<file path="src/hw/rtl/sds_pkg.sv">
package sds_pkg;

    localparam int FREQ_W  = 32;
    localparam int SHIFT   = 10;
    localparam int F_W     = FREQ_W - SHIFT;
    localparam int PROD_W  = 30;
    localparam int DIST_W  = 20;
    localparam int RATIO_W = 8;
    localparam int CODE_W  = 9;

    // Every distinct ratio, listed by the loop position of its first divider triple.
    localparam int NUM_CAND = 44;
    localparam int NUM_LEAF = 64;
    localparam int IDX_W    = 6;
    localparam int NUM_L1   = NUM_LEAF / 4;
    localparam int NUM_L2   = NUM_L1 / 4;

    localparam logic [FREQ_W-1:0] MID_OFFSET = 32'd4688;
    localparam logic [PROD_W-1:0] VCO_MID    = 30'd2539062;
    localparam logic [PROD_W-1:0] DIST_LIMIT = 30'd585938;
    localparam logic [20:0]       IF_BASE    = 21'h100000;
    localparam logic [16:0]       SCALE_MUL  = 17'd111848;

    typedef struct packed {
        logic [RATIO_W-1:0] ratio;
        logic [2:0]         d1;
        logic [2:0]         d2;
        logic [2:0]         d3;
        logic               ext_only;
    } cand_t;

    localparam cand_t CAND_TABLE [NUM_CAND] = '{
        {8'd1,   3'd1, 3'd1, 3'd1, 1'b0},
        {8'd2,   3'd1, 3'd1, 3'd2, 1'b0},
        {8'd3,   3'd1, 3'd1, 3'd3, 1'b0},
        {8'd4,   3'd1, 3'd1, 3'd4, 1'b0},
        {8'd5,   3'd1, 3'd1, 3'd5, 1'b0},
        {8'd7,   3'd1, 3'd1, 3'd7, 1'b1},
        {8'd6,   3'd1, 3'd2, 3'd3, 1'b0},
        {8'd8,   3'd1, 3'd2, 3'd4, 1'b0},
        {8'd10,  3'd1, 3'd2, 3'd5, 1'b0},
        {8'd14,  3'd1, 3'd2, 3'd7, 1'b1},
        {8'd9,   3'd1, 3'd3, 3'd3, 1'b0},
        {8'd12,  3'd1, 3'd3, 3'd4, 1'b0},
        {8'd15,  3'd1, 3'd3, 3'd5, 1'b0},
        {8'd21,  3'd1, 3'd3, 3'd7, 1'b1},
        {8'd16,  3'd1, 3'd4, 3'd4, 1'b0},
        {8'd20,  3'd1, 3'd4, 3'd5, 1'b0},
        {8'd28,  3'd1, 3'd4, 3'd7, 1'b1},
        {8'd25,  3'd1, 3'd5, 3'd5, 1'b0},
        {8'd35,  3'd1, 3'd5, 3'd7, 1'b1},
        {8'd18,  3'd2, 3'd3, 3'd3, 1'b0},
        {8'd24,  3'd2, 3'd3, 3'd4, 1'b0},
        {8'd30,  3'd2, 3'd3, 3'd5, 1'b0},
        {8'd42,  3'd2, 3'd3, 3'd7, 1'b1},
        {8'd32,  3'd2, 3'd4, 3'd4, 1'b0},
        {8'd40,  3'd2, 3'd4, 3'd5, 1'b0},
        {8'd56,  3'd2, 3'd4, 3'd7, 1'b1},
        {8'd50,  3'd2, 3'd5, 3'd5, 1'b0},
        {8'd70,  3'd2, 3'd5, 3'd7, 1'b1},
        {8'd27,  3'd3, 3'd3, 3'd3, 1'b0},
        {8'd36,  3'd3, 3'd3, 3'd4, 1'b0},
        {8'd45,  3'd3, 3'd3, 3'd5, 1'b0},
        {8'd63,  3'd3, 3'd3, 3'd7, 1'b1},
        {8'd48,  3'd3, 3'd4, 3'd4, 1'b0},
        {8'd60,  3'd3, 3'd4, 3'd5, 1'b0},
        {8'd84,  3'd3, 3'd4, 3'd7, 1'b1},
        {8'd75,  3'd3, 3'd5, 3'd5, 1'b0},
        {8'd105, 3'd3, 3'd5, 3'd7, 1'b1},
        {8'd64,  3'd4, 3'd4, 3'd4, 1'b0},
        {8'd80,  3'd4, 3'd4, 3'd5, 1'b0},
        {8'd112, 3'd4, 3'd4, 3'd7, 1'b1},
        {8'd100, 3'd4, 3'd5, 3'd5, 1'b0},
        {8'd140, 3'd4, 3'd5, 3'd7, 1'b1},
        {8'd125, 3'd5, 3'd5, 3'd5, 1'b1},
        {8'd175, 3'd5, 3'd5, 3'd7, 1'b1}
    };

    typedef struct packed {
        logic              ok;
        logic [DIST_W-1:0] delta;
        logic [IDX_W-1:0]  idx;
    } node_t;

    typedef struct packed {
        logic               tune_ok;
        logic [CODE_W-1:0]  divider_code;
        logic [RATIO_W-1:0] division_ratio;
        logic [FREQ_W-1:0]  base_freq;
        logic [20:0]        if_word;
        logic [24:0]        phy_scale_word;
        logic [31:0]        phy_mixed_word;
        logic [8:0]         spacing_word;
        logic               high_band;
    } result_t;

    // The left node always comes earlier in loop order, so it keeps ties.
    function automatic node_t node_pick(input node_t left, input node_t right);
        if (right.ok && (!left.ok || (right.delta < left.delta))) begin
            return right;
        end
        return left;
    endfunction

    function automatic node_t node_min4(input node_t n0, input node_t n1,
                                        input node_t n2, input node_t n3);
        return node_pick(node_pick(n0, n1), node_pick(n2, n3));
    endfunction

endpackage

</file>
<file path="src/hw/rtl/sds_cand.sv">
module sds_cand import sds_pkg::*; (
    input  logic                       aclk,
    input  logic                       aresetn,
    input  logic                       in_valid,
    output logic                       in_ready,
    input  logic [FREQ_W-1:0]          in_base,
    input  logic                       in_ext,
    output logic                       out_valid,
    input  logic                       out_ready,
    output logic [FREQ_W-1:0]          out_base,
    output node_t [NUM_LEAF-1:0]       out_leaf
);

    logic                prod_valid_reg, prod_valid_next;
    logic                prod_ready;
    logic                prod_ext_reg;
    logic [FREQ_W-1:0]   prod_base_reg;
    logic [PROD_W-1:0]   prod_reg  [NUM_CAND];
    logic [PROD_W-1:0]   prod_next [NUM_CAND];
    logic [F_W-1:0]      freq;

    logic                dist_valid_reg, dist_valid_next;
    logic                dist_ready;
    logic [FREQ_W-1:0]   dist_base_reg;
    node_t [NUM_LEAF-1:0] leaf_reg, leaf_next;

    assign freq       = in_base[FREQ_W-1:SHIFT];
    assign dist_ready = !dist_valid_reg || out_ready;
    assign prod_ready = !prod_valid_reg || dist_ready;
    assign in_ready   = prod_ready;

    assign prod_valid_next = prod_ready ? in_valid : prod_valid_reg;
    assign dist_valid_next = dist_ready ? prod_valid_reg : dist_valid_reg;

    // VCO product of the reduced frequency for each candidate ratio.
    for (genvar g = 0; g < NUM_CAND; g++) begin : g_prod
        assign prod_next[g] = PROD_W'(freq) * PROD_W'(CAND_TABLE[g].ratio);
    end

    for (genvar g = 0; g < NUM_LEAF; g++) begin : g_leaf
        if (g < NUM_CAND) begin : g_cand
            logic [PROD_W-1:0] abs_dist;
            assign abs_dist = (prod_reg[g] >= VCO_MID) ? (prod_reg[g] - VCO_MID)
                                                       : (VCO_MID - prod_reg[g]);
            assign leaf_next[g].ok    = (abs_dist < DIST_LIMIT)
                                        && (prod_ext_reg || !CAND_TABLE[g].ext_only);
            assign leaf_next[g].delta = abs_dist[DIST_W-1:0];
            assign leaf_next[g].idx   = IDX_W'(g);
        end else begin : g_pad
            assign leaf_next[g].ok    = 1'b0;
            assign leaf_next[g].delta = '0;
            assign leaf_next[g].idx   = IDX_W'(g);
        end
    end

    always_ff @(posedge aclk) begin
        if (!aresetn) begin
            prod_valid_reg <= 1'b0;
            dist_valid_reg <= 1'b0;
        end else begin
            prod_valid_reg <= prod_valid_next;
            dist_valid_reg <= dist_valid_next;
        end
    end

    always_ff @(posedge aclk) begin
        if (in_valid && prod_ready) begin
            prod_base_reg <= in_base;
            prod_ext_reg  <= in_ext;
            prod_reg      <= prod_next;
        end
        if (prod_valid_reg && dist_ready) begin
            dist_base_reg <= prod_base_reg;
            leaf_reg      <= leaf_next;
        end
    end

    assign out_valid = dist_valid_reg;
    assign out_base  = dist_base_reg;
    assign out_leaf  = leaf_reg;

endmodule

</file>
<file path="config.mk">
export PLATFORM = sky130hd
export DESIGN_NAME = sds_cand
export DESIGN_NICKNAME = d
export VERILOG_FILES = /design/src/hw/rtl/sds_pkg.sv /design/src/hw/rtl/sds_cand.sv
export SDC_FILE = /design/constraint.sdc
export NUM_CORES = 2
export LEC_CHECK = 0
export BUFFER_PORTS_ARGS = -buffer_cell sky130_fd_sc_hd__buf_2
export CELL_PAD_IN_SITES_DETAIL_PLACEMENT = 1
export CELL_PAD_IN_SITES_GLOBAL_PLACEMENT = 1
export CORE_AREA = 2 2 693 695
export DETAILED_ROUTE_END_ITERATION = 10
export DIE_AREA = 0 0 695 697
export PLACE_DENSITY = 0.47
export SETUP_SLACK_MARGIN = 0.1
export SYNTH_ARGS = -nofsm -noshare
export SYNTH_HDL_FRONTEND = slang
export SYNTH_SLANG_ARGS = --single-unit
</file>
<file path="constraint.sdc">
create_clock -name aclk -period 63.1 [get_ports aclk]
set_clock_uncertainty 0.15 [all_clocks]
set_input_delay 18.93 -clock aclk [delete_from_list [all_inputs] [get_ports aclk]]
set_output_delay 18.93 -clock aclk [all_outputs]
set_load 0.01 [all_outputs]
</file>
Yosys cells after proc, flatten, opt, wreduce, memory -nomap -nowiden
Cells that the tools add are included.

Bits of input ports: 37. Output and inout bits: 1762. Word-level logic and storage cells: 409. Flip-flop bits (word level): 1985.

Reduce and logical (&&, ||, !) cells: 21. Multipliers: 37. Magnitude comparators: 88. Mux-type cells: 44. Add/subtract/negate cells: 88.

Operator list (count): $lt A30 B20 Y1 const B (44); $mux W30 (44); $sub A22 B28 Y29 const A (11); $sub A28 B22 Y29 const B (11); $ge A28 B22 Y1 const B (11); $sub A22 B27 Y28 const A (9); $sub A27 B22 Y28 const B (9); $mul A22 B3 Y25 const B (10); $ge A27 B22 Y1 const B (9); $sub A22 B29 Y30 const A (8); $sub A29 B22 Y30 const B (8); $ge A29 B22 Y1 const B (8); $mul A22 B5 Y27 const B (7); $sub A22 B26 Y27 const A (6); $sub A26 B22 Y27 const B (6); $ge A26 B22 Y1 const B (6); $mul A22 B4 Y26 const B (6); $mul A22 B6 Y28 const B (5); $mul A22 B2 Y24 const B (5); $sub A22 B25 Y26 const A (4); $sub A25 B22 Y26 const B (4); $ge A25 B22 Y1 const B (4); $mul A22 B7 Y29 const B (3); $ge A30 B22 Y1 const B (2); 15 further kinds (38).

Logic depth before layout (Yosys ltp)
Word-level depth: 4. Gate-level depth with buffers: 20. Depth with buffers taken out: 19.

Worst setup path before layout
OpenSTA, ideal clock, no wires.

Path type: input port to flip-flop. From: input port out_ready. To: register dist_base_reg[0] (netlist: out_base[0]) (enable). Stages on the path: 2. Data required time: 60689 ps. Path buffers: 0. Library setup time: 2261 ps. Arrival time: 57820 ps. Path slack: 2869 ps. Cell sequence: nor2b_1 nor2b_1.

Word-level cells in the longest chain between the ends: 2.

Ends and longest elaborated chain: start: declaration (RTL line sds_cand.sv:9) `input logic out_ready,`; $logic_or A1 B1 Y1 (RTL line sds_cand.sv:28) `assign dist_ready = !dist_valid_reg || out_ready;`; $logic_and A1 B1 Y1 (RTL line sds_cand.sv:72) `if (prod_valid_reg && dist_ready) begin`; end signal: assignment (RTL line sds_cand.sv:73) `dist_base_reg <= prod_base_reg;`; end: declaration (RTL line sds_cand.sv:24) `logic [FREQ_W-1:0] dist_base_reg;`.

No other way between the ends. A chain may end at the register's enable or synchronous reset.

Worst setup path after layout
From: input port out_ready. To: output port in_ready.

Word-level cells in the longest chain between the ends: 2.

Ends and longest elaborated chain: $logic_or A1 B1 Y1 (RTL line sds_cand.sv:28); $logic_or A1 B1 Y1 (RTL line sds_cand.sv:29) `assign prod_ready = !prod_valid_reg || dist_ready;`; end: declaration (RTL line sds_cand.sv:5) `output logic in_ready,`.

No other way between the ends.

==> impl_metrics.toml <==
[hold_path]
holdPathEnd = "out_base[1]$_DFFE_PP_"
hp-start = "prod_base_reg[1]$_DFFE_PP_"
hp-class = "reg -> reg"
hold_path_depth = 0

[critical_path]
worstPathArrival_ps = 20080
criticalPathCategory = "in -> out"
reg2reg_depth = 16
r2r-start = "prod_base_reg[12]$_DFFE_PP_"
crit_fanout = 4
startpoint_type = "primary input"
timing.rr.end = "out_leaf[1025]$_DFFE_PP_"
required_ps = 44020
critPathCaptureType = "output pin"
r2r_setup_slack_ps = 56570

[die]
start_util = 0.240
die_w_um = 695
die_y_um = 697
dieArea_um2 = 484000
core-area_um2 = 477000
num_rows = 254
io_pins = 1799

[run_status]
status = "complete, no violations"

[clock_network]
clkSinkCount = 1280
h-tree-depth = 4
hold_buffers = 0
clk_latency_ps = 930
clockBufferDepth = 4
cts_resized = 0
cts-root-buf = "clkbuf_16"
post_cts_buffers = 0
path_clk_slew_ps = 60
cts_buffers = 169
cts_tree = "built"

[sta]
slew_viol_final = 0
rsz0062_at_grt = "no"
report.final.hold_viol_count = 0
max_slew_margin = 0.136
fin_crit_sh = 0.621
fin_crit_ps = 39160
setup_tns_ps = 0
finalSetupViolCount = 0
tightest_slew_ps = 1290
whs_ps = 269
fmax_ghz = 0.0255
timing.final.ws_setup_ps = 23940

[synthesis]
yosys_most_used_dff = "edfxtp_1"
synth-edff-count = 1278
synth_mux_area_frac = 0.0151
ys_ff_latch = 1280
synth_top_family_by_area = "compound AO/OA/AOI/OAI gates"
synth_adder_area_share = 0.138
synthArstFlopShare = 0
synthSimpleGateAreaFrac = 0.131
postSynthCellCount = 12200
syn_area_um2 = 114000
synth_compound_area_frac = 0.165
synth_xor_area_frac = 0.107
ys_types = 110
ys_warn_count = 0
syn_area_per_cell_um2 = 9.35
yosysSeqAreaShare = 0.336

[final_layout]
drive_above_1_share = 0.128
fin_cells = 19500
syn2layout_area_growth_pct = 13.1
fin_nets = 14000
largest_reg_flops = 850
nFillCells = 55500

[drt]
vias = 93500
dr.pass1.iters = 8
via_per_inst = 4.79
wirelength_mm = 504
drtAntennaViolNets = 0
routedWlPerCell_um = 25.8
initialDrtViolationCount = 6449
route.detailed.drc = 0

[grt]
grt-ovfl-total = 0
grt_pass1_wl_mm = 712
antenna_found_initial = 52
grt_max_degree = 87
first_global_vias = 92700
grt_util_all_layers = 0.200

[pwr]
power.density_nw_per_um2 = 40.3
ir_drop_v = 0.0000226
p_leak_uw = 0.0511

[placed_design]
dp_hpwl_mm = 396
portBuffers = 947
place_congestion = 0.892
dp_cells = 19200
preCtsSetupSlack_ps = 23620

[job]
maxCapViolations = 0
-- power breakdown --
part | total (µW) | switching, µW | internal [µW]
registers | 1500 | 247 | 1260
clock network | 1030 | 432 | 594
logic | 2690 | 1720 | 964
total | 5220 | 2400 | 2820
-- cell families after synthesis --
| kind of cell | Yosys count |
|---|---|
| and+or+nand+nor | 3045 |
| AOI/OAI and AO/OA | 2941 |
| buffers and inverters | 2406 |
| xor gates and xnor gates | 1398 |
| DFF | 1280 |
| adders and majority gates | 997 |
| muxes | 165 |
| other | 2 |
-- per-stage QoR --
stage | utilization | area [µm²] | power (µW)
after floorplan | - | 118000 | 3280
after global placement | 0.259 | 124000 | 4220
after detailed placement | 0.259 | 124000 | 4210
after CTS | 0.271 | 129000 | 5280
after global routing | 0.271 | 129000 | 5580
final | 0.271 | 129000 | 5220
-- worst max path at each step --
stage	slack (ps)	cells past startpoint	endpoint	from
floorplan	2870	2	out_base[0]$_DFFE_PP_	out_ready
global placement	23590	4	in_ready	out_ready
detailed placement	23620	4	in_ready	out_ready
CTS	23610	4	in_ready	out_ready
global route	23680	4	in_ready	out_ready
finish	23940	4	in_ready	out_ready
-- metal layers --
metal	part of all wire	wire, µm	vias up	global-route usage
met2	0.47	237000	2394	0.332
met1	0.45	228000	47400	0.272
met5	0.00034	171	-	0
met4	0.033	16600	26	0.0570
met3	0.044	22400	503	0.0229
li1	-	-	43200	-
-- Yosys cell counts, types with 28 or more instances --
cell          n  area [µm²]
a31oi_1     154         963
a21o_1      166        1250
and3_1      108         676
buf_1        90         338
or2_2        54         338
o31ai_1     104         781
o211ai_1     74         556
clkbuf_1    464        1740
a311oi_1     28         245
nand2b_1    108         676
nor2_1      779        2920
o21a_1      107         803
nor3_1      292        1460
a211oi_1    104         781
a22oi_1      34         255
o31a_1       44         385
inv_1       884        3320
nor2b_1      96         601
fa_1        437        8750
edfxtp_1   1278       38400
xnor2_1    1038        9090
ha_1        558        6980
a2111oi_0    28         245
nor3b_1      34         255
nand4_1     115         719
o22ai_1      46         288
and2_1      116         726
nand2_1     745        2800
mux2i_1     149        1490
buf_2        63         315
a211o_1      32         280
nand3_1     270        1350
a21oi_1     836        4180
o21bai_1     62         465
nor4_1       88         551
xor2_1      359        3140
o21ai_0     692        3460
a31o_2       45         394
a41oi_1      32         280
a21boi_0     61         458
or3_1        74         463
and4_1       29         254
buf_4       878        6590
-- final cells by class --
cell class | instances | area (µm²) | area share
antenna | 14 | 35.0 | 0.000271
timing repair buffer | 1234 | 6890 | 0.0533
tap | 6400 | 8010 | 0.0619
inverter | 909 | 3410 | 0.0264
clock buffer | 190 | 4330 | 0.0335
clock inverter | 111 | 1390 | 0.0108
multi-input combinational | 9397 | 66900 | 0.517
sequential | 1280 | 38400 | 0.297
-- cell usage in the layout, fill, tap and decap left out, drive strengths merged, types with 34 or more instances in the layout --
cell | Yosys | final
inv | 889 | 899
clkbuf | 464 | 190
a22oi | 34 | 34
o21bai | 62 | 62
conb | 2 | 851
nor4 | 89 | 89
a31oi | 154 | 154
a21boi | 63 | 63
edfxtp | 1278 | 1278
and3 | 108 | 108
a211oi | 106 | 106
buf | 1033 | 1234
nor2 | 780 | 780
xnor2 | 1038 | 1038
o22ai | 46 | 46
o21ai | 701 | 701
mux2i | 149 | 149
a21o | 166 | 166
nand4 | 115 | 115
a31o | 45 | 45
a2111oi | 36 | 36
nand3 | 270 | 270
nand2 | 746 | 746
o31ai | 106 | 106
fa | 437 | 437
a21oi | 838 | 838
clkinv | 20 | 81
o31a | 44 | 44
xor2 | 359 | 359
and2 | 119 | 119
or3 | 74 | 74
nor2b | 96 | 96
or2 | 57 | 57
ha | 558 | 558
o211ai | 74 | 74
nand2b | 108 | 108
nor3b | 34 | 34
nor3 | 293 | 293
o21a | 107 | 107
-- worst max-delay path, stage by stage --
cell	delay, ps
buf_2	170
nor2b_1	560
nand2_1	210
buf_2	190
Power figures use the tool's default switching activity.
