`src/hw/rtl/sds_pkg.sv`:
```
package sds_pkg;

    localparam int FREQ_W  = 32;
    localparam int SHIFT   = 10;
    localparam int F_W     = FREQ_W - SHIFT;
    localparam int PROD_W  = 30;
    localparam int DIST_W  = 20;
    localparam int RATIO_W = 8;
    localparam int CODE_W  = 9;

    // Every distinct ratio, listed by the loop position of its first divider triple.
    localparam int NUM_CAND = 44;
    localparam int NUM_LEAF = 64;
    localparam int IDX_W    = 6;
    localparam int NUM_L1   = NUM_LEAF / 4;
    localparam int NUM_L2   = NUM_L1 / 4;

    localparam logic [FREQ_W-1:0] MID_OFFSET = 32'd4688;
    localparam logic [PROD_W-1:0] VCO_MID    = 30'd2539062;
    localparam logic [PROD_W-1:0] DIST_LIMIT = 30'd585938;
    localparam logic [20:0]       IF_BASE    = 21'h100000;
    localparam logic [16:0]       SCALE_MUL  = 17'd111848;

    typedef struct packed {
        logic [RATIO_W-1:0] ratio;
        logic [2:0]         d1;
        logic [2:0]         d2;
        logic [2:0]         d3;
        logic               ext_only;
    } cand_t;

    localparam cand_t CAND_TABLE [NUM_CAND] = '{
        {8'd1,   3'd1, 3'd1, 3'd1, 1'b0},
        {8'd2,   3'd1, 3'd1, 3'd2, 1'b0},
        {8'd3,   3'd1, 3'd1, 3'd3, 1'b0},
        {8'd4,   3'd1, 3'd1, 3'd4, 1'b0},
        {8'd5,   3'd1, 3'd1, 3'd5, 1'b0},
        {8'd7,   3'd1, 3'd1, 3'd7, 1'b1},
        {8'd6,   3'd1, 3'd2, 3'd3, 1'b0},
        {8'd8,   3'd1, 3'd2, 3'd4, 1'b0},
        {8'd10,  3'd1, 3'd2, 3'd5, 1'b0},
        {8'd14,  3'd1, 3'd2, 3'd7, 1'b1},
        {8'd9,   3'd1, 3'd3, 3'd3, 1'b0},
        {8'd12,  3'd1, 3'd3, 3'd4, 1'b0},
        {8'd15,  3'd1, 3'd3, 3'd5, 1'b0},
        {8'd21,  3'd1, 3'd3, 3'd7, 1'b1},
        {8'd16,  3'd1, 3'd4, 3'd4, 1'b0},
        {8'd20,  3'd1, 3'd4, 3'd5, 1'b0},
        {8'd28,  3'd1, 3'd4, 3'd7, 1'b1},
        {8'd25,  3'd1, 3'd5, 3'd5, 1'b0},
        {8'd35,  3'd1, 3'd5, 3'd7, 1'b1},
        {8'd18,  3'd2, 3'd3, 3'd3, 1'b0},
        {8'd24,  3'd2, 3'd3, 3'd4, 1'b0},
        {8'd30,  3'd2, 3'd3, 3'd5, 1'b0},
        {8'd42,  3'd2, 3'd3, 3'd7, 1'b1},
        {8'd32,  3'd2, 3'd4, 3'd4, 1'b0},
        {8'd40,  3'd2, 3'd4, 3'd5, 1'b0},
        {8'd56,  3'd2, 3'd4, 3'd7, 1'b1},
        {8'd50,  3'd2, 3'd5, 3'd5, 1'b0},
        {8'd70,  3'd2, 3'd5, 3'd7, 1'b1},
        {8'd27,  3'd3, 3'd3, 3'd3, 1'b0},
        {8'd36,  3'd3, 3'd3, 3'd4, 1'b0},
        {8'd45,  3'd3, 3'd3, 3'd5, 1'b0},
        {8'd63,  3'd3, 3'd3, 3'd7, 1'b1},
        {8'd48,  3'd3, 3'd4, 3'd4, 1'b0},
        {8'd60,  3'd3, 3'd4, 3'd5, 1'b0},
        {8'd84,  3'd3, 3'd4, 3'd7, 1'b1},
        {8'd75,  3'd3, 3'd5, 3'd5, 1'b0},
        {8'd105, 3'd3, 3'd5, 3'd7, 1'b1},
        {8'd64,  3'd4, 3'd4, 3'd4, 1'b0},
        {8'd80,  3'd4, 3'd4, 3'd5, 1'b0},
        {8'd112, 3'd4, 3'd4, 3'd7, 1'b1},
        {8'd100, 3'd4, 3'd5, 3'd5, 1'b0},
        {8'd140, 3'd4, 3'd5, 3'd7, 1'b1},
        {8'd125, 3'd5, 3'd5, 3'd5, 1'b1},
        {8'd175, 3'd5, 3'd5, 3'd7, 1'b1}
    };

    typedef struct packed {
        logic              ok;
        logic [DIST_W-1:0] delta;
        logic [IDX_W-1:0]  idx;
    } node_t;

    typedef struct packed {
        logic               tune_ok;
        logic [CODE_W-1:0]  divider_code;
        logic [RATIO_W-1:0] division_ratio;
        logic [FREQ_W-1:0]  base_freq;
        logic [20:0]        if_word;
        logic [24:0]        phy_scale_word;
        logic [31:0]        phy_mixed_word;
        logic [8:0]         spacing_word;
        logic               high_band;
    } result_t;

    // The left node always comes earlier in loop order, so it keeps ties.
    function automatic node_t node_pick(input node_t left, input node_t right);
        if (right.ok && (!left.ok || (right.delta < left.delta))) begin
            return right;
        end
        return left;
    endfunction

    function automatic node_t node_min4(input node_t n0, input node_t n1,
                                        input node_t n2, input node_t n3);
        return node_pick(node_pick(n0, n1), node_pick(n2, n3));
    endfunction

endpackage

```
`src/hw/rtl/sds_words.sv`:
```
module sds_words import sds_pkg::*; (
    input  logic              aclk,
    input  logic              aresetn,
    input  logic              in_valid,
    output logic              in_ready,
    input  logic [FREQ_W-1:0] in_base,
    input  node_t             in_win,
    output logic              out_valid,
    input  logic              out_ready,
    output result_t           out_result
);

    logic    res_valid_reg, res_valid_next;
    logic    res_ready;
    result_t res_reg, res_next;

    cand_t              ent;
    logic [RATIO_W-1:0] ratio;
    logic [2:0]         c1, c2;
    logic [CODE_W-1:0]  code;

    assign res_ready      = !res_valid_reg || out_ready;
    assign in_ready       = res_ready;
    assign res_valid_next = res_ready ? in_valid : res_valid_reg;

    always_comb begin
        ent      = CAND_TABLE[in_win.idx];
        ratio    = ent.ratio;
        // A divider of one is written as zero in the first two code digits.
        c1       = (ent.d1 == 3'd1) ? 3'd0 : ent.d1;
        c2       = (ent.d2 == 3'd1) ? 3'd0 : ent.d2;
        code     = {c1, c2, ent.d3};
        res_next = '0;
        if (in_win.ok) begin
            res_next.tune_ok        = 1'b1;
            res_next.divider_code   = code;
            res_next.division_ratio = ratio;
            res_next.base_freq      = in_base;
            res_next.if_word        = IF_BASE | (21'(ratio) << 11);
            res_next.phy_scale_word = 25'(SCALE_MUL) * 25'(ratio);
            res_next.phy_mixed_word = (32'(ratio) << 25) | (32'(ratio) << 11);
            res_next.spacing_word   = {ratio, 1'b0};
            res_next.high_band      = (code == 9'd1);
        end
    end

    always_ff @(posedge aclk) begin
        if (!aresetn) begin
            res_valid_reg <= 1'b0;
        end else begin
            res_valid_reg <= res_valid_next;
        end
    end

    always_ff @(posedge aclk) begin
        if (in_valid && res_ready) begin
            res_reg <= res_next;
        end
    end

    assign out_valid  = res_valid_reg;
    assign out_result = res_reg;

endmodule

```
`config.mk`:
```
export PLATFORM = sky130hd
export DESIGN_NAME = sds_words
export DESIGN_NICKNAME = d
export VERILOG_FILES = /design/src/hw/rtl/sds_pkg.sv /design/src/hw/rtl/sds_words.sv
export SDC_FILE = /design/constraint.sdc
export NUM_CORES = 1
export LEC_CHECK = 0
export BUFFER_PORTS_ARGS = -buffer_cell sky130_fd_sc_hd__buf_4
export CORE_ASPECT_RATIO = 0.6
export CORE_UTILIZATION = 52
export DETAILED_ROUTE_END_ITERATION = 12
export PLACE_DENSITY = 0.82
export SKIP_CTS_REPAIR_TIMING = 1
export SLEW_MARGIN = 30
export SYNTH_ARGS = -nofsm -noshare
export SYNTH_HDL_FRONTEND = slang
export SYNTH_SLANG_ARGS = --single-unit
```
`constraint.sdc`:
```
create_clock -name aclk -period 8 [get_ports aclk]
set_input_delay 1.6 -clock aclk [delete_from_list [all_inputs] [get_ports aclk]]
set_output_delay 1.6 -clock aclk [all_outputs]
set_load 0.01 [all_outputs]
```
Word-level counts from Yosys, hierarchy flattened
Memory sizes are Yosys's and may differ from the RTL's.
Cells that the tools add are included.
{ "totals": {"regBits": 123, "wordCells": 27, "output_inout_bits": 140, "in_bits": 63, "rom_bits": 1152, "n_memories": 1} }
{ "mem_list": {"columns": ["name", "words", "word_bits", "rd", "rd_ports_with_merged_regs", "write_ports", "line_no", "source"], "rows": [
  ["(name not given)", 64, 18, 1, 0, 0, "sds_words.sv:27", "ent = CAND_TABLE[in_win.idx];"]
]} }
{ "op_classes": {"n_reduce_logical": 3, "n_lt_le_gt_ge": 1, "muxes": 5, "eq_ne": 3, "bitwise": 2, "mul": 1} }
{ "ops": {"columns": ["operator", "count"], "rows": [
  ["2-to-1 mux 138 bit", 1],
  ["2-to-1 mux 18 bit", 2],
  ["bitwise OR 32 x 19 -> 32 bit", 1],
  ["multiplier 14 x 8 -> 22 bit, first input constant", 1],
  ["equality test 9 x 1 -> 1 bit, second input constant", 1],
  [">= comparator 7 bit, second input constant", 1],
  ["NOT 6 -> 7 bit", 1],
  ["equality test 3 x 1 -> 1 bit, second input constant", 2],
  ["2-to-1 mux 3 bit", 2],
  ["logical AND 1 bit", 1],
  ["logical NOT 1 bit", 1],
  ["logical OR 1 bit", 1]
]} }

Depth between registers and ports, before layout
Gate-level depths: netlist of run 1.
{ "depth": {"word_depth": 8, "depth_mapped": 22, "depth_no_buf": 21} }

Least setup slack after synthesis of run 1
OpenSTA, ideal clock, no wires.
{ "synth_timing": {"path_type": "input to register", "startpoint": "input port in_win[1] in the netlist's numbering", "endpoint": "register res_reg, in the netlist out_result[61], data pin", "path_stages": 21, "slack_ps": 1531, "arrival_time_ps": 6204, "path_buffers": 1, "setup_time_ps": 265, "required_ps": 7735, "cell_sequence": "inv_1 -> ha_1 -> buf_1 -> nand2b_1 -> a21oi_1 -> a311o_1 -> o311ai_1 -> inv_2 -> fa_1 -> inv_1 -> ha_1 -> inv_1 -> fa_1 -> fa_1 -> inv_1 -> ha_1 -> a211oi_2 -> nor4_2 -> nor2_1 -> o31ai_1 -> mux2i_1"} }
{ "synth_lines": {"columns": ["element", "line_no", "source"], "rows": [
  ["from (decl)", "sds_words.sv:7", "input node_t in_win,"],
  ["to (signal assigned)", "sds_words.sv:57", "res_reg <= res_next;"],
  ["to (decl)", "sds_words.sv:15", "result_t res_reg, res_next;"]
]} }

==> impl_results.md, run 1 <==
* Outcome: finished, final reports clean
* CP Launch Type: primary input
* Post-DRT Antenna Nets at 0
* Via-to-Cell Ratio at 5.38
* Final Skew at 8.47 ps
* Uppermost layer routed: met4
* Clock Sinks at 72
* Critical path cell sequence: buf_4 > inv_1 > ha_1 > inv_1 > a21oi_1 > mux2i_1 > a2bb2oi_1 > inv_1 > ha_1 > fa_1 > inv_1 > fa_1 > inv_1 > fa_1 > ha_1 > o21ai_1 > a2111o_1 > a211o_1 > a21oi_1 > nor3b_1
* Synth cell types at 62
* Vias in the first global route at 4353
* Async S/R FF share, synth at 0%
* Slew Limit Fails at 0
* VDD IR-drop max at 0.202 mV
* Initial Util at 54.4%
* CP arrival at 7060 ps
* Main synth FF type: edfxtp_1
* CTS max path bufs at 2
* Chip Height at 86.9 um
* Worst Tran Pin Value at 913 ps
* Worst Path Max Fanout at 13
* P_leak at 3.46 nW
* Detail Route met2 WL at 6.12 mm
* Core footprint at 11500 um2
* First-pass GRT wire length at 23.0 mm
* Clock root buffer: clkbuf_16
* Relative slew slack at 39.1%
* Via count at 4829
* Int Pwr at 1.29 mW
* Crit path kind: in -> reg
* Grt total ovfl at 0
* Crit path max-delay cell type: fa_1
* Clock Power Share at 18.2%
* Max Cap Viol at 0
* Area growth syn-to-layout at 18.8%
* Post-Synthesis Cells at 626
* Most frequent cells in the layout: buf_4 (154), inv_1 (73), edfxtp_1 (71), ha_1 (63), and2_1 (43)
* Initial drt markers at 314
* Largest net degree at the start of global routing at 72
* Wire per inst at 16.4 um
* Clock Pin Slew Worst Setup and Hold Paths at 70 ps
* Layout cells sized above 1 at 24.3%
* FF+latch count, synth at 72
* Post-synthesis sequential area ratio at 34.4%
* Final WL at 14.8 mm
* Hold WS at 539 ps
* Met1 wire length at 6.88 mm
* Yosys warnings at 0
* CP Capture Type: register
* FMAX at 143 MHz
* Net Sw Frac at 43.0%
* Crit path required time at 8070 ps
* Period utilization at 87.4%
* Avg Cell Area, Syn at 9.99 um2
* ANT cells at 0
* Final setup fails at 0
* RSZ-0062 raised after global routing: no
* Worst-Skew Late Latency at 340 ps
* Hpwl dp at 11.1 mm
* I/O pin count at 203
* Comb pwr share at 58.4%
* Hold Crit Class: reg -> reg
* H-tree levels at 3
* # port buffers at 149
* Area of the die at 12500 um2
* Global placer's final weighted congestion at 0.927
* Die width at 144 um
* Drt drc at 0
* CP top delay family: adder cells
* Post-synth EDFFs at 71
* Cts bufs inserted at 9
* Total Neg Setup Slack at 0 ps
* Met3 Wirelength at 1.66 mm
* Drt pass-1 iters at 5
* Final-report hold violation count at 0
* Worst path bufs/invs at 6
* GR Util All Layers at 24.6%
* CP max stage delay at 570 ps
* Initial antenna violation count at 0
* CTS tree: yes
* Sw Pwr at 972 uW
* Seq pwr share at 23.4%
* Final nets at 890
* Min cycle time layout at 6990 ps
* Mapped Area at 6250 um2
* FP Rows at 30
* Most common cell after layout, fill and taps aside: buf_4
* CP dominant cell by count: inv_1
* PD cells at 304 nW/um2
## area by class of cell
cell class | instances | area [um2]
multi-input combinational | 420 | 3340
tap | 160 | 200
clock inverter | 6 | 68.8
timing repair buffer | 154 | 1160
clock buffer | 10 | 229
inverter | 76 | 285
fill | 941 | 4060
sequential | 72 | 2150
## worst paths after layout
check	slack (ps)	end	startpoint	cells after the start
worst max-delay path	1010	out_result[64]	in_win[1]	20
worst min-delay path	540	out_valid	out_valid	2
worst min register to register	540	out_valid	out_valid	2
worst max register to register	6330	out_result[133]	out_valid	3
## layer usage
layer	GRT usage (%)	vias up
li1	-	2281
met1	36.3	2287
met2	35.0	249
met3	8.63	12
met4	4.35	0
met5	0	-
## state kept, by name, summed over array words and instances, names as in the netlist
signal      cells
out_valid       1
out_result     71
## synth_stat cells (all sizes together) (2+ instances only)
cell     number  area share [%]
a2111oi       2            0.28
a211oi        9             1.2
a21boi        3            0.36
a21o          3            0.36
a21oi        36             2.9
a31oi         6            0.60
and2         44             4.4
and3          4            0.40
and3b         2            0.28
buf          77             8.9
clkbuf       13            0.78
clkinv        2            0.12
edfxtp       71              34
fa           31             9.9
ha           63              13
inv          74             4.4
mux2          2            0.42
mux2i         5            0.80
mux4          2            0.72
nand2        24             1.4
nand2b       11             1.1
nand3        13             1.0
nand3b        2            0.24
nand4         3            0.30
nor2         29             1.7
nor2b         5            0.50
nor3          9            0.72
nor3b         5            0.60
nor4          3            0.40
o2111ai       3            0.42
o211ai        9             1.1
o21a          4            0.48
o21ai        24             1.9
o21bai        2            0.24
o31ai         7            0.84
or2           2            0.20
or3           2            0.20
xnor2         3            0.42
xor2          4            0.56
## cell families (layout without fill, tap and decap cells)
family,count (synthesis),in the layout,synth area share [%]
AO/OA/AOI/OAI,118,118,12.1
XOR/XNOR,7,7,0.981
adder cells (fa/ha/maj),94,94,22.5
buffers and inverters,166,246,14.2
flip-flops,72,72,34.4
multiplexers,9,9,1.94
other,1,33,0.0600
AND/OR/NAND/NOR,159,159,13.7
## metrics by stage
step / instance area [um2] / setup WS, ps / power [mW] / util (%) / instances
6_report: 7430 / 1010 / 2.26 / 64.7 / 898
4_1_cts: 7430 / 1100 / 2.26 / 64.7 / 898
2_1_floorplan: 6370 / 1530 / 1.50 / - / 658
3_5_place_dp: 7130 / 764 / 1.83 / 62.1 / 882
5_1_grt: 7430 / 728 / 2.47 / 64.7 / 898
3_3_place_gp: 7120 / 835 / 1.78 / 62.0 / 882
## worst reg2reg max path, delay by kind of cell (launching register included)
kind | cells | cell delay [ps]
buffers and inverters | 1 | 690
DFF | 1 | 310
and+or+nand+nor | 2 | 230
## power groups by stage
stage | registers, mW | logic (mW) | clock network [mW]
after floorplan | 0.567 | 0.929 | 0
after global placement | 0.533 | 1.25 | 0
after detailed placement | 0.536 | 1.29 | 0
after CTS | 0.529 | 1.31 | 0.419
after global routing | 0.533 | 1.50 | 0.434
final | 0.528 | 1.32 | 0.411
(Power assumes the default switching activity.)
==> run 2, diff against run 1 <==
- PLACE_DENSITY: 0.82 -> not set
- PLACE_DENSITY_LB_ADDON: not set -> 0.12
==> run 2 against run 1 <==
Compared with the run above: flip-flop and latch count unchanged; non-clock buffer count up 2; via count down 0.14%; utilization up 0.45 points; clock skew about the same; hold slack better by 35 ps; register-to-register slack better by 220 ps; sequential power about the same; largest power group unchanged.
==> impl_results.md, run 2 (synthesis results as in run 1) <==
* CP top delay family: adder cells
* Via-to-Cell Ratio at 5.36
* CTS tree: yes
* Max Cap Viol at 0
* ANT cells at 0
* Most frequent cells in the layout: buf_4 (155), inv_1 (73), edfxtp_1 (71), ha_1 (63), and2_1 (43)
* Relative slew slack at 52.7%
* Slew Limit Fails at 0
* Initial Util at 54.4%
* Drt pass-1 iters at 4
* Final setup fails at 0
* Grt total ovfl at 0
* Filler cell count at 942
* Hold Crit Depth at 2
* Initial antenna violation count at 0
* Period utilization at 87.9%
* GR Util All Layers at 25.6%
* Chip Height at 86.9 um
* CP dominant cell by count: inv_1
* VDD IR-drop max at 0.184 mV
* Fin area at 7480 um2
* Worst Path Max Fanout at 13
* Final nets at 892
* RSZ-0062 raised after global routing: no
* Clock Pin Slew Worst Setup and Hold Paths at 60 ps
* Largest net degree at the start of global routing at 72
* Hold Crit Class: reg -> reg
* Worst-Skew Late Latency at 340 ps
* Clock root buffer: clkbuf_16
* CP max stage delay at 560 ps
* Final Total Pwr at 2.29 mW
* FMAX at 142 MHz
* Number of flip-flops in the largest register at 71
* Initial drt markers at 398
* Drt drc at 0
* Most common cell after layout, fill and taps aside: buf_4
* Hpwl dp at 11.7 mm
* CP arrival at 7110 ps
* Outcome: finished, final reports clean
* Area of the die at 12500 um2
* R2R cell count at 3
* Via count at 4822
* First-pass GRT wire length at 24.0 mm
* Final WL at 15.3 mm
* Post-DRT Antenna Nets at 0
* Crit path kind: in -> reg
* Critical path cell sequence: buf_4 > inv_1 > ha_1 > inv_1 > a21oi_1 > mux2i_1 > a2bb2oi_1 > inv_1 > ha_1 > fa_1 > inv_1 > fa_1 > inv_1 > fa_1 > ha_1 > o21ai_1 > nor4_2 > nor2_1 > o31ai_1 > mux2i_1
* H-tree levels at 3
* Global placer's final weighted congestion at 0.928
* P_leak at 3.50 nW
* Clock Sinks at 72
* Register area at 2150 um2
* Placement Cell Area at 7130 um2
* Total Neg Setup Slack at 0 ps
* Crit path required time at 8080 ps
* Final Skew at 8.00 ps
* Worst path depth at 20
* Crit path max-delay cell type: fa_1
* I/O pin count at 203
* Layout cells sized above 1 at 24.3%
* Finished Layout Cells at 900
* Cts bufs inserted at 9
* CP Launch Type: primary input
* Area of the multi-input gates at 3330 um2
* Dpl cells at 883
* FP Rows at 30
* Final-report hold violation count at 0
* PD cells at 306 nW/um2
* Die width at 144 um
* Worst Tran Pin Value at 705 ps
* # port buffers at 149
* Core footprint at 11500 um2
* CTS max path bufs at 2
* Vias in the first global route at 4500
* CP Capture Type: register
* Worst path bufs/invs at 6
* Final core utilization at 65.1%
* Wire per inst at 17.0 um
* Area growth syn-to-layout at 19.7%
* Min cycle time layout at 7030 ps
## run 2: final cells by class
| class | count | share of cell area [%] |
|---|---|---|
| multi-input cells | 420 | 44.5 |
| flip-flops and latches | 72 | 28.8 |
| repair buffers | 156 | 15.9 |
| inverters | 76 | 3.81 |
| clock buffers | 10 | 3.06 |
| well taps | 160 | 2.68 |
| clock inverters | 6 | 1.22 |
## run 2: worst paths after layout
kind / startpoint / end / slack [ps]
worst max register to register: out_valid / out_result[28] / 6550
worst max-delay path: in_win[1] / out_result[61] / 970
worst min register to register: out_valid / out_valid / 570
worst min-delay path: out_valid / out_valid / 570
## run 2: metrics by stage
stage,setup slack (ps),hold slack [ps]
floorplan,1530,610
global placement,744,544
detailed placement,701,564
CTS,1040,572
global route,554,612
finish,968,574
## run 2: worst register-to-register path, stage by stage, from the launching register on
cell and delay [ps]:
dfxtp_1 310, nand2b_1 120, and2_4 370, buf_16 310
## run 2: per-layer routing
metal  GRT usage, %  vias to the layer above  part of all wire, %
met2           36.4                      226                   40
met4           5.90                        0                 0.71
met3           6.43                       11                   11
li1               -                     2292                    -
met1           39.0                     2293                   48
met5              0                        -                    0
## run 2: power by group
group	internal, mW	switching [mW]
Clock	0.275	0.162
Sequential	0.507	0.0196
Combinational	0.538	0.788
